<file path="src/rtl/fbg_pkg.sv">
// Package for the four corner bilinear gradient unit.
// Holds register indexes, field widths and the divider cell beat type.
package fbg_pkg;
	localparam int MaxDim = 4096;
	localparam int DimW = 13;
	localparam int CoordW = 12;
	localparam int ColorW = 24;
	localparam int ChanW = 8;
	localparam int NumChan = 3;
	localparam int SideW = 20;
	localparam int NumW = 32;
	localparam int AreaW = 25;
	localparam int NumCells = ChanW;

	typedef enum logic [2:0] {
		REG_WIDTH = 3'd0,
		REG_HEIGHT = 3'd1,
		REG_TOP_LEFT = 3'd2,
		REG_TOP_RIGHT = 3'd3,
		REG_BOTTOM_LEFT = 3'd4,
		REG_BOTTOM_RIGHT = 3'd5
	} reg_index_t;

	typedef struct packed {
		logic [NumChan-1:0][NumW-1:0] rem;
		logic [NumW-1:0] dv;
		logic [NumChan-1:0][ChanW-1:0] quo;
	} div_beat_t;
endpackage

</file>
<file path="src/rtl/fbg_div_cell.sv">
// One restoring division cell: settles one quotient bit for all channels.
// Depends on fbg_pkg.
module fbg_div_cell import fbg_pkg::*; (
	input  logic      clk,
	input  logic      arst_n,
	input  logic      en,
	input  logic      vld_i,
	input  div_beat_t beat_i,
	output logic      vld_o,
	output div_beat_t beat_o
);
	logic      vld_q;
	div_beat_t beat_q;
	div_beat_t beat_n;

	always_comb begin
		beat_n.dv = beat_i.dv >> 1;
		for (int c = 0; c < NumChan; c++) begin
			if (beat_i.rem[c] >= beat_i.dv) begin
				beat_n.rem[c] = beat_i.rem[c] - beat_i.dv;
				beat_n.quo[c] = {beat_i.quo[c][ChanW-2:0], 1'b1};
			end else begin
				beat_n.rem[c] = beat_i.rem[c];
				beat_n.quo[c] = {beat_i.quo[c][ChanW-2:0], 1'b0};
			end
		end
	end

	always_ff @(posedge clk or negedge arst_n) begin
		if (!arst_n) begin
			vld_q <= 1'b0;
		end else if (en) begin
			vld_q <= vld_i;
		end
	end

	always_ff @(posedge clk) begin
		if (en) begin
			beat_q <= beat_n;
		end
	end

	assign vld_o = vld_q;
	assign beat_o = beat_q;
endmodule

</file>
<file path="config.mk">
export PLATFORM = sky130hd
export DESIGN_NAME = fbg_div_cell
export DESIGN_NICKNAME = d
export VERILOG_FILES = /design/src/rtl/fbg_pkg.sv /design/src/rtl/fbg_div_cell.sv
export SDC_FILE = /design/constraint.sdc
export NUM_CORES = 1
export LEC_CHECK = 0
export BUFFER_PORTS_ARGS = -buffer_cell sky130_fd_sc_hd__buf_4
export CORE_ASPECT_RATIO = 0.5
export CORE_MARGIN = 4
export CORE_UTILIZATION = 40
export DETAILED_ROUTE_END_ITERATION = 8
export PLACE_DENSITY = 0.61
export SLEW_MARGIN = 20
export SYNTH_ARGS = -nofsm -noshare
export SYNTH_HDL_FRONTEND = slang
export SYNTH_SLANG_ARGS = --single-unit
export TNS_END_PERCENT = 10
</file>
<file path="constraint.sdc">
create_clock -name clk -period 1 [get_ports clk]
set_clock_uncertainty 0.05 [all_clocks]
set_input_delay 0.15 -clock clk [delete_from_list [all_inputs] [get_ports clk]]
set_output_delay 0.15 -clock clk [all_outputs]
set_load 0.05 [all_outputs]
</file>
==> metrics.md, run 1 <==
| Metric | Value |
|---|---|
| Clk buf depth | `2` |
| Crit path from | `beat_i[26]` |
| Final-layout fill cell count | `1471` |
| Netlist cell types | `71` |
| Initial Util | `41.4%` |
| Total power | `29.0 mW` |
| Util after Layout | `80.1%` |
| Critical path's most frequent cell | `a21o_1` |
| CP endpoint | `beat_o[119]` |
| Via density | `5.32` |
| Multi-input logic area | `6920 µm²` |
| Syn_area_per_cell | `10.0 µm²` |
| Outcome | `finished, violations left` |
| Worst path top cell family by delay | `compound AO/OA/AOI/OAI gates` |
| Drt drc | `0` |
| Minimum clock period | `2.68 ns` |
| Tcrit/Tclk final | `268%` |
| Mapped Cells | `1064` |
| # diodes | `0` |
| Final hold vios | `0` |
| Initial DRC count | `898` |
| Routability Congestion | `0.955` |
| CTS buffer count | `17` |
| Worst r2r path cells | `1` |
| DRT antenna net count | `0` |
| YS warnings | `0` |
| RSZ-0062 raised after global routing | `true` |
| Post-synth EDFFs | `151` |
| Reg area | `4560 µm²` |
| Area leader, netlist | `edfxtp_1` |
| Synth Flop Type | `edfxtp_1` |
| M2 GR Usage | `51.4%` |
| H-tree lvl count | `4` |
| VDD IR-drop max | `1.30 mV` |
| DP Area | `16100 µm²` |
| R2R setup slack | `0.20 ns` |
| Worst reg2reg startpoint | `vld_o` |
| Max FO, Critical Path | `8` |
| Pre-Repair DR Iteration Count | `6` |
| Fin nets | `2152` |
| Top cells by area, synth | `edfxtp_1 (43%), ha_1 (11%), a21oi_1 (4.2%)` |
| Cell count along the critical path | `14` |
| Slowest cell on the critical path | `a221o_1` |
| Maxcap violations | `0` |
| Bufs and invs on worst path | `4` |
| Fin area | `20600 µm²` |
| Relative slew slack | `57.8%` |
| Synth-to-Final Area Change | `93.4%` |
| Most used routing layer | `met2` |
| Data required, critical path | `1.16 ns` |
| GRT met3 Usage | `4.68%` |
| PwrDens | `1410 nW/µm²` |
| Vias in the first global route | `12300` |
| Failing checks | `negative setup slack` |
| Clock sinks | `152` |
| Reg-to-reg endpoint | `vld_o` |
| Final setup fails | `251` |
| Ys async rst share | `0.658%` |
| F_max | `0.374 GHz` |
| Drt wl/cell | `20.2 µm` |
| HPWL after DPL | `31400 µm` |
| CTS tree | `built` |
| Leakage Power | `9.36 nW` |
| Seq cells post-synth | `152` |
| Remaining Overflow, GRT | `0` |
| Hold Slack | `0.00578 ns` |
| Initial antenna violation count | `0` |
| Largest net degree at the start of global routing | `25` |
| Kind of critical path | `in2reg` |
| Worst hold path type | `in2reg` |
| Tot GR Track Use | `29.6%` |
| Clock latency on the worst-skew pair | `0.45 ns` |
| Core area | `25700 µm²` |
| IO Count | `309` |
| Layout cells sized above 1 | `50.1%` |
| Fin Setup TNS | `-183.78 ns` |
| First-pass GRT wire length | `67000 µm` |
| # port buffers | `304` |
| Slew @ Worst Pin | `0.629 ns` |
| Sequence of cells on the critical path | `buf_8 > clkinvlp_4 > ha_4 > nor2b_4 > o21bai_4 > a31oi_4 > a221o_1 > a21o_1 > a21o_1 > a31o_4 > a21oi_4 > inv_4 > buf_12 > mux2_4` |
| Post-Syn Area | `10600 µm²` |
| Register area share after synthesis | `42.8%` |
| Post-Route WL | `45500 µm` |
| Die Wd | `239 µm` |
| Yosys top cell area share | `42.6%` |
| CP peak stage delay | `0.37 ns` |
| CP Capture Type | `flip-flop` |
| Mapped Nets | `1319` |
| Worst Setup Start Kind | `input port` |
| Clock-pin slew on the worst setup and hold paths | `0.07 ns` |
| Clock root buffer | `clkbuf_16` |
| Fin. max-slew vios | `0` |
| Met1 Use GR | `37.6%` |
| Site Rows | `41` |
| Worst path arrival time | `2.83 ns` |
| Die area | `29400 µm²` |
| PnR worst setup slack | `-1.68 ns` |
| Die Ht | `123 µm` |
| Via count | `12000` |
[repair_timing]
| item | 4_1_cts | 5_1_grt |
|---|---|---|
| cloned | 5 | 4 |
| hold buffers | 128 | 0 |
| resized for setup | 387 | 88 |
| pin swaps | 94 | 47 |
| setup endpoints to repair | 251 | 272 |
| hold endpoints to repair | 127 | 0 |
| buffers inserted | 50 | 10 |
[layout by cell type, fill, tap and decap left out, types with 10 or more instances in the layout]
cell type	instances
a21o_1	59
a21oi_1	53
a21oi_2	31
and3_1	10
buf_12	17
buf_4	499
buf_6	183
clkbuf_16	21
dlygate4sd3_1	128
edfxtp_1	151
ha_1	68
ha_4	27
inv_1	46
mux2_4	11
nand2_1	91
nand2_2	14
nand2b_1	10
nand3_1	15
nor2_1	39
nor2_2	10
nor2b_1	10
nor3_1	15
o21a_1	15
o21ai_0	37
o21ai_1	30
o21ai_2	20
o21bai_1	15
xnor2_1	41
xor2_1	41
[synth_stat cells (all sizes together) (10+ instances only)]
| master | count |
|---|---|
| a211oi | 13 |
| a21o | 59 |
| a21oi | 91 |
| and2 | 10 |
| and3 | 12 |
| buf | 15 |
| clkbuf | 15 |
| edfxtp | 151 |
| ha | 96 |
| inv | 63 |
| mux2 | 14 |
| nand2 | 111 |
| nand2b | 11 |
| nand3 | 21 |
| nor2 | 53 |
| nor2b | 12 |
| nor3 | 18 |
| o21a | 15 |
| o21ai | 88 |
| o21bai | 17 |
| xnor2 | 41 |
| xor2 | 42 |
[flip-flops by register name, summed over array words and instances (netlist names)]
signal and count:
beat_o 151, vld_o 1
[worst min path at each step]
stage	startpoint	to	slack (ns)	depth (start not counted)
2_1_floorplan	arst_n	vld_o	-0.20	0
3_3_place_gp	arst_n	vld_o	-0.13	1
3_5_place_dp	arst_n	vld_o	-0.12	1
4_1_cts	beat_i[94]	beat_o[94]	0.0003	3
5_1_grt	beat_i[104]	beat_o[104]	-0.00004	3
6_report	beat_i[25]	beat_o[24]	0.006	2
[stage by stage]
| step | setup slack [ns] | cells |
|---|---|---|
| CTS | -1.57 | 2239 |
| global route | -1.72 | 2253 |
| floorplan | -1.90 | 1064 |
| finish | -1.68 | 2253 |
| global placement | -2.22 | 2028 |
| detailed placement | -2.25 | 2028 |
[power by group]
group          total (mW)  internal, mW  switching, mW  leakage (nW)
clock                6.90          3.93           2.97         0.289
combinational        13.7          6.37           7.34          7.58
sequential           8.38          7.99          0.387          1.49
total                29.0          18.3           10.7          9.36
[cell families (layout without fill, tap and decap cells)]
kind of cell | after synthesis | in the layout | synth area share (%)
other cells | 1 | 1 | 0.0352
simple gates | 271 | 271 | 11.8
compound gates | 350 | 350 | 21.2
fa+ha+maj | 99 | 99 | 11.9
xor+xnor | 83 | 83 | 6.83
mux | 15 | 15 | 1.86
buf+inv | 93 | 938 | 3.61
flops | 152 | 152 | 42.8
[layout make-up]
class                   instances  area share (%)
repair buffers                844            37.8
multi-input cells             819            33.6
flip-flops and latches        152            22.2
well taps                     344            2.09
clock buffers                  17            2.07
inverters                      63            1.39
clock inverters                14           0.839
[routing by layer]
layer	vias up	wire, µm
met3	102	2620
met5	-	0
met2	427	22600
li1	5629	-
met4	0	1540
met1	5818	18800
Power figures use the tool's default switching activity.
==> run 2, diff against run 1 <==
--- a/config.mk
+++ b/config.mk
@@ -10,6 +10,7 @@
 export CORE_MARGIN = 4
 export CORE_UTILIZATION = 40
 export DETAILED_ROUTE_END_ITERATION = 8
+export MAX_ROUTING_LAYER = met4
 export PLACE_DENSITY = 0.61
 export SLEW_MARGIN = 20
 export SYNTH_ARGS = -nofsm -noshare
==> constraint.sdc (replaced) <==
create_clock -name clk -period 3.3 [get_ports clk]
set_clock_uncertainty 0.05 [all_clocks]
set_input_delay 0.495 -clock clk [delete_from_list [all_inputs] [get_ports clk]]
set_output_delay 0.495 -clock clk [all_outputs]
set_load 0.05 [all_outputs]
==> run 2 against run 1 <==
The flow now finishes without violations. Global-route usage fell by 4.1 points. Sequential share of layout area is 7.1 points higher. Final cell count fell by 14%. Sequential cell count did not move. Power decreased by 74%. Worst setup slack improved by 1.8 ns. Hold slack better by 0.17 ns. Sequential power is 70% lower. Via count is 15% lower. Critical path type unchanged. Critical endpoint is now beat_o[86]. Largest cell class is now multi-input gates.
==> metrics.md, run 2 (same netlist as run 1, synthesis figures left out) <==
| Metric | Value |
|---|---|
| Outcome | `completed` |
| PwrDens | `480 nW/µm²` |
| Maxcap violations | `0` |
| Pre-Repair DR Iteration Count | `5` |
| Via density | `5.24` |
| Drt wl/cell | `19.4 µm` |
| # port buffers | `304` |
| Die Wd | `239 µm` |
| Largest net degree at the start of global routing | `69` |
| Fin. max-slew vios | `0` |
| Kind of critical path | `in2reg` |
| Worst slack after detailed placement | `-0.414 ns` |
| Site Rows | `41` |
| DRT antenna net count | `0` |
| Post-Route WL | `37400 µm` |
| Relative slew slack | `51.3%` |
| Clk buf depth | `2` |
| Layout cells sized above 1 | `37.1%` |
| Hold Slack | `0.173 ns` |
| Inst Count DP | `1899` |
| Sequence of cells on the critical path | `buf_4 > ha_1 > fa_1 > nor2b_1 > o2111ai_1 > and4b_2 > or4b_2 > nand3_1 > a41oi_2 > nor3_1 > nor3_1 > xor2_1 > o21ai_0` |
| Bufs and invs on worst path | `1` |
| Fin nets | `1830` |
| Critical path's most frequent cell | `nor3_1` |
| Clock-pin slew on the worst setup and hold paths | `0.07 ns` |
| CTS buffer count | `17` |
| Max FO, Critical Path | `3` |
| Tcrit/Tclk final | `96.5%` |
| Initial Util | `41.4%` |
| Worst path top cell family by delay | `simple AND/OR/NAND/NOR gates` |
| Initial antenna violation count | `0` |
| Slowest cell on the critical path | `or4b_2` |
| Tot GR Track Use | `25.5%` |
| Max reg flops | `151` |
| Final hold vios | `0` |
| Clock sinks | `152` |
| Setup Fix Bufs, Post-CTS | `0` |
| Drt drc | `0` |
| Leakage Power | `7.33 nW` |
| H-tree lvl count | `4` |
| CP Capture Type | `flip-flop` |
| Remaining Overflow, GRT | `0` |
| Initial DRC count | `805` |
| VDD IR-drop max | `0.353 mV` |
| Core area | `25700 µm²` |
| First-pass GRT wire length | `55600 µm` |
| IO Count | `309` |
| Data required, critical path | `3.44 ns` |
| Commonest cells after routing, fill and taps aside | `buf_4 (511), edfxtp_1 (151), nand2_1 (111), ha_1 (95), a21oi_1 (86)` |
| Cell Count, Final, Fillers Out | `1932` |
| # diodes | `0` |
| F_max | `0.314 GHz` |
| Vias in the first global route | `10100` |
| Routability Congestion | `0.956` |
| Minimum clock period | `3.18 ns` |
| Clock latency on the worst-skew pair | `0.44 ns` |
| CP peak stage delay | `0.64 ns` |
| Worst hold path type | `in2reg` |
| PnR worst setup slack | `0.116 ns` |
| Most common cell after layout, fill and taps aside | `buf_4` |
| HPWL after DPL | `30900 µm` |
| Slew @ Worst Pin | `0.731 ns` |
| Fin Setup TNS | `0 ns` |
| Final setup fails | `0` |
| Synth-to-Final Area Change | `46.7%` |
| CTS tree | `built` |
| Via count | `10100` |
| Die area | `29400 µm²` |
| Die Ht | `123 µm` |
| RSZ-0062 raised after global routing | `true` |
| Clock root buffer | `clkbuf_16` |
| Worst Setup Start Kind | `input port` |
| Worst path arrival time | `3.33 ns` |
==> run 2: routing by layer <==
metal | track usage (%) | wire length [µm]
met1 | 33.8 | 17100
met2 | 40.0 | 17200
met3 | 5.64 | 2440
met4 | 6.37 | 658
met5 | - | 0
==> run 2: cell type report <==
type	instances	area, µm²
fillers	2187	10100
multi-input cells	819	5810
flip-flops and latches	152	4560
repair buffers	522	4020
clock buffers	20	437
well taps	344	430
inverters	63	244
clock inverters	12	114
==> run 2: worst paths after layout <==
| kind | startpoint | end | slack, ns | cells past startpoint |
|---|---|---|---|---|
| setup / recovery | beat_i[24] | beat_o[86] | 0.12 | 13 |
| hold / removal | beat_i[9] | beat_o[10] | 0.17 | 1 |
| setup reg to reg | vld_o | vld_o | 2.51 | 1 |
| hold reg to reg | vld_o | vld_o | 0.47 | 1 |
| max in group asynchronous | arst_n | vld_o | 2.77 | 2 |
| min in group asynchronous | arst_n | vld_o | 0.35 | 2 |
==> run 2: stage by stage <==
| step | power (mW) | util, % | area (µm²) |
|---|---|---|---|
| after floorplan | 4.38 | - | 10600 |
| after global placement | 5.56 | 58.2 | 14900 |
| after detailed placement | 5.59 | 58.2 | 14900 |
| after CTS | 7.51 | 60.3 | 15500 |
| after global routing | 7.86 | 60.7 | 15600 |
| final | 7.50 | 60.7 | 15600 |
==> run 2: timing repair <==
action,CTS,global route
endpoints found under the hold margin,1,0
hold buffers,1,0
setup endpoints to repair,0,41
resized for setup,0,22
==> run 2: power breakdown <==
part | switching [mW] | leakage [nW] | internal, mW
clock network | 0.858 | 0.262 | 1.05
logic | 1.88 | 5.58 | 1.22
registers | 0.0685 | 1.49 | 2.41
==> run 3, diff against run 2 <==
--- a/config.mk
+++ b/config.mk
@@ -5,8 +5,7 @@
 export SDC_FILE = /design/constraint.sdc
 export NUM_CORES = 1
 export LEC_CHECK = 0
-export BUFFER_PORTS_ARGS = -buffer_cell sky130_fd_sc_hd__buf_4
-export CORE_ASPECT_RATIO = 0.5
+export BUFFER_PORTS_ARGS = -buffer_cell sky130_fd_sc_hd__buf_2
 export CORE_MARGIN = 4
 export CORE_UTILIZATION = 40
 export DETAILED_ROUTE_END_ITERATION = 8
==> run 3 against run 2 <==
Utilization shrank 3.9 points. Power shrank 1.5%. Global-route usage shrank 2.9 points. Critical path depth grew 1. Sequential cell count is the same.
==> metrics.md, run 3 (same netlist as run 1, synthesis figures left out) <==
| Metric | Value |
|---|---|
| Outcome | `completed` |
| Clock root buffer | `clkbuf_16` |
| Slowest cell on the critical path | `a221o_1` |
| Comb pwr share | `39.1%` |
| Routability Congestion | `0.908` |
| CTS buffer count | `17` |
| Clock-pin slew on the worst setup and hold paths | `0.07 ns` |
| Sw frac | `38.5%` |
| Die Wd | `171 µm` |
| DRT antenna net count | `0` |
| Core area | `26100 µm²` |
| First-pass GRT wire length | `50000 µm` |
| Initial antenna violation count | `5` |
| Relative slew slack | `53.0%` |
| Seq pwr share | `33.5%` |
| Commonest cells after routing, fill and taps aside | `buf_2 (303), buf_4 (192), edfxtp_1 (151), nand2_1 (111), ha_1 (95)` |
| Tot GR Track Use | `22.6%` |
| Worst path top cell family by delay | `compound AO/OA/AOI/OAI gates` |
| Remaining Overflow, GRT | `0` |
| Int Power | `4.54 mW` |
| Max reg flops | `151` |
| Cell count along the critical path | `14` |
| Die area | `29300 µm²` |
| CP peak stage delay | `0.34 ns` |
| HPWL after DPL | `27200 µm` |
| Maxcap violations | `0` |
| Clk buf depth | `2` |
| Final-layout fill cell count | `2387` |
| CP Capture Type | `flip-flop` |
| IO Count | `309` |
| Post-Route WL | `33800 µm` |
| Total power | `7.38 mW` |
| Kind of critical path | `in2reg` |
| Clock Power Share | `27.5%` |
| Clock latency on the worst-skew pair | `0.42 ns` |
| Max FO, Critical Path | `17` |
| CTS tree | `built` |
| Fin nets | `1818` |
| Most common cell after layout, fill and taps aside | `buf_2` |
| Worst r2r path cells | `1` |
| Minimum clock period | `3.19 ns` |
| Leakage Power | `7.06 nW` |
| Largest net degree at the start of global routing | `70` |
| Fin Setup TNS | `0 ns` |
| Die Ht | `171 µm` |
| Synth-to-Final Area Change | `39.4%` |
| Hold path depth | `1` |
| Drt drc | `0` |
| Initial Util | `40.7%` |
| Clock sinks | `152` |
| Initial DRC count | `562` |
| H-tree lvl count | `4` |
| VDD IR-drop max | `0.355 mV` |
| Via density | `5.19` |
| Data required, critical path | `3.42 ns` |
| Switching pwr | `2.84 mW` |
| Sequence of cells on the critical path | `buf_2 > inv_1 > ha_1 > or2_1 > a21oi_1 > a31oi_2 > a221o_1 > a21o_1 > a21o_1 > a31o_2 > a21oi_4 > inv_2 > buf_12 > mux2_4` |
| # port buffers | `304` |
| Vias in the first global route | `9556` |
| Fin. max-slew vios | `0` |
| Final hold vios | `0` |
| Bufs and invs on worst path | `4` |
| Critical path's most frequent cell | `a21o_1` |
| Drt wl/cell | `17.6 µm` |
| Tcrit/Tclk final | `96.7%` |
| PwrDens | `497 nW/µm²` |
| Site Rows | `59` |
| Layout cells sized above 1 | `36.6%` |
| Worst path arrival time | `3.31 ns` |
| Final setup fails | `0` |
| Via count | `9940` |
| Worst Setup Start Kind | `input port` |
| Worst hold path type | `in2reg` |
| Pre-Repair DR Iteration Count | `5` |
| F_max | `0.313 GHz` |
| Slew @ Worst Pin | `0.705 ns` |
| Hold Slack | `0.191 ns` |
| RSZ-0062 raised after global routing | `true` |
| Util after Layout | `56.8%` |
## run 3: power groups by stage
stage / Combinational (mW) / Sequential [mW] / Clock [mW]
2_1_floorplan: 1.05 / 3.32 / 0
3_3_place_gp: 2.80 / 2.51 / 0
3_5_place_dp: 2.83 / 2.51 / 0
4_1_cts: 2.85 / 2.47 / 2.07
5_1_grt: 3.10 / 2.49 / 2.16
6_report: 2.88 / 2.47 / 2.03
## run 3: final timing paths
path | end | slack (ns) | startpoint
hold reg to reg | vld_o | 0.46 | vld_o
min in group asynchronous | vld_o | 0.31 | arst_n
setup reg to reg | vld_o | 2.51 | vld_o
setup / recovery | beat_o[99] | 0.11 | beat_i[30]
hold / removal | beat_o[10] | 0.19 | beat_i[9]
max in group asynchronous | vld_o | 2.81 | arst_n
## run 3: stage by stage
step                cell area (µm²)  std cells  worst slack [ns]
finish                        14800       1916             0.110
CTS                           14700       1905            0.0338
global placement              14100       1872            -0.342
global route                  14800       1916           -0.0668
detailed placement            14100       1872            -0.395
floorplan                     10600       1064           0.00256
## run 3: area by class of cell
| cell class | instances | area [µm²] | area share (%) |
|---|---|---|---|
| Inverter | 63 | 236 | 1.59 |
| Tap cell | 335 | 419 | 2.82 |
| Antenna cell | 5 | 12.5 | 0.0843 |
| Multi-Input combinational cell | 819 | 5770 | 38.9 |
| Timing Repair Buffer | 510 | 3250 | 21.9 |
| Clock buffer | 18 | 429 | 2.89 |
| Sequential cell | 152 | 4560 | 30.7 |
| Clock inverter | 14 | 160 | 1.08 |
## run 3: metal layers
| layer | wire length (µm) | GRT usage, % |
|---|---|---|
| met5 | 0 | - |
| met4 | 563 | 5.55 |
| met2 | 15900 | 36.1 |
| met3 | 2070 | 4.34 |
| met1 | 15300 | 29.7 |
## run 3: repair_timing
item,in CTS,in global routing
resized for setup,0,14
endpoints found under the hold margin,1,0
setup buffers,0,4
endpoints found under the setup margin,0,44
hold buffers,1,0
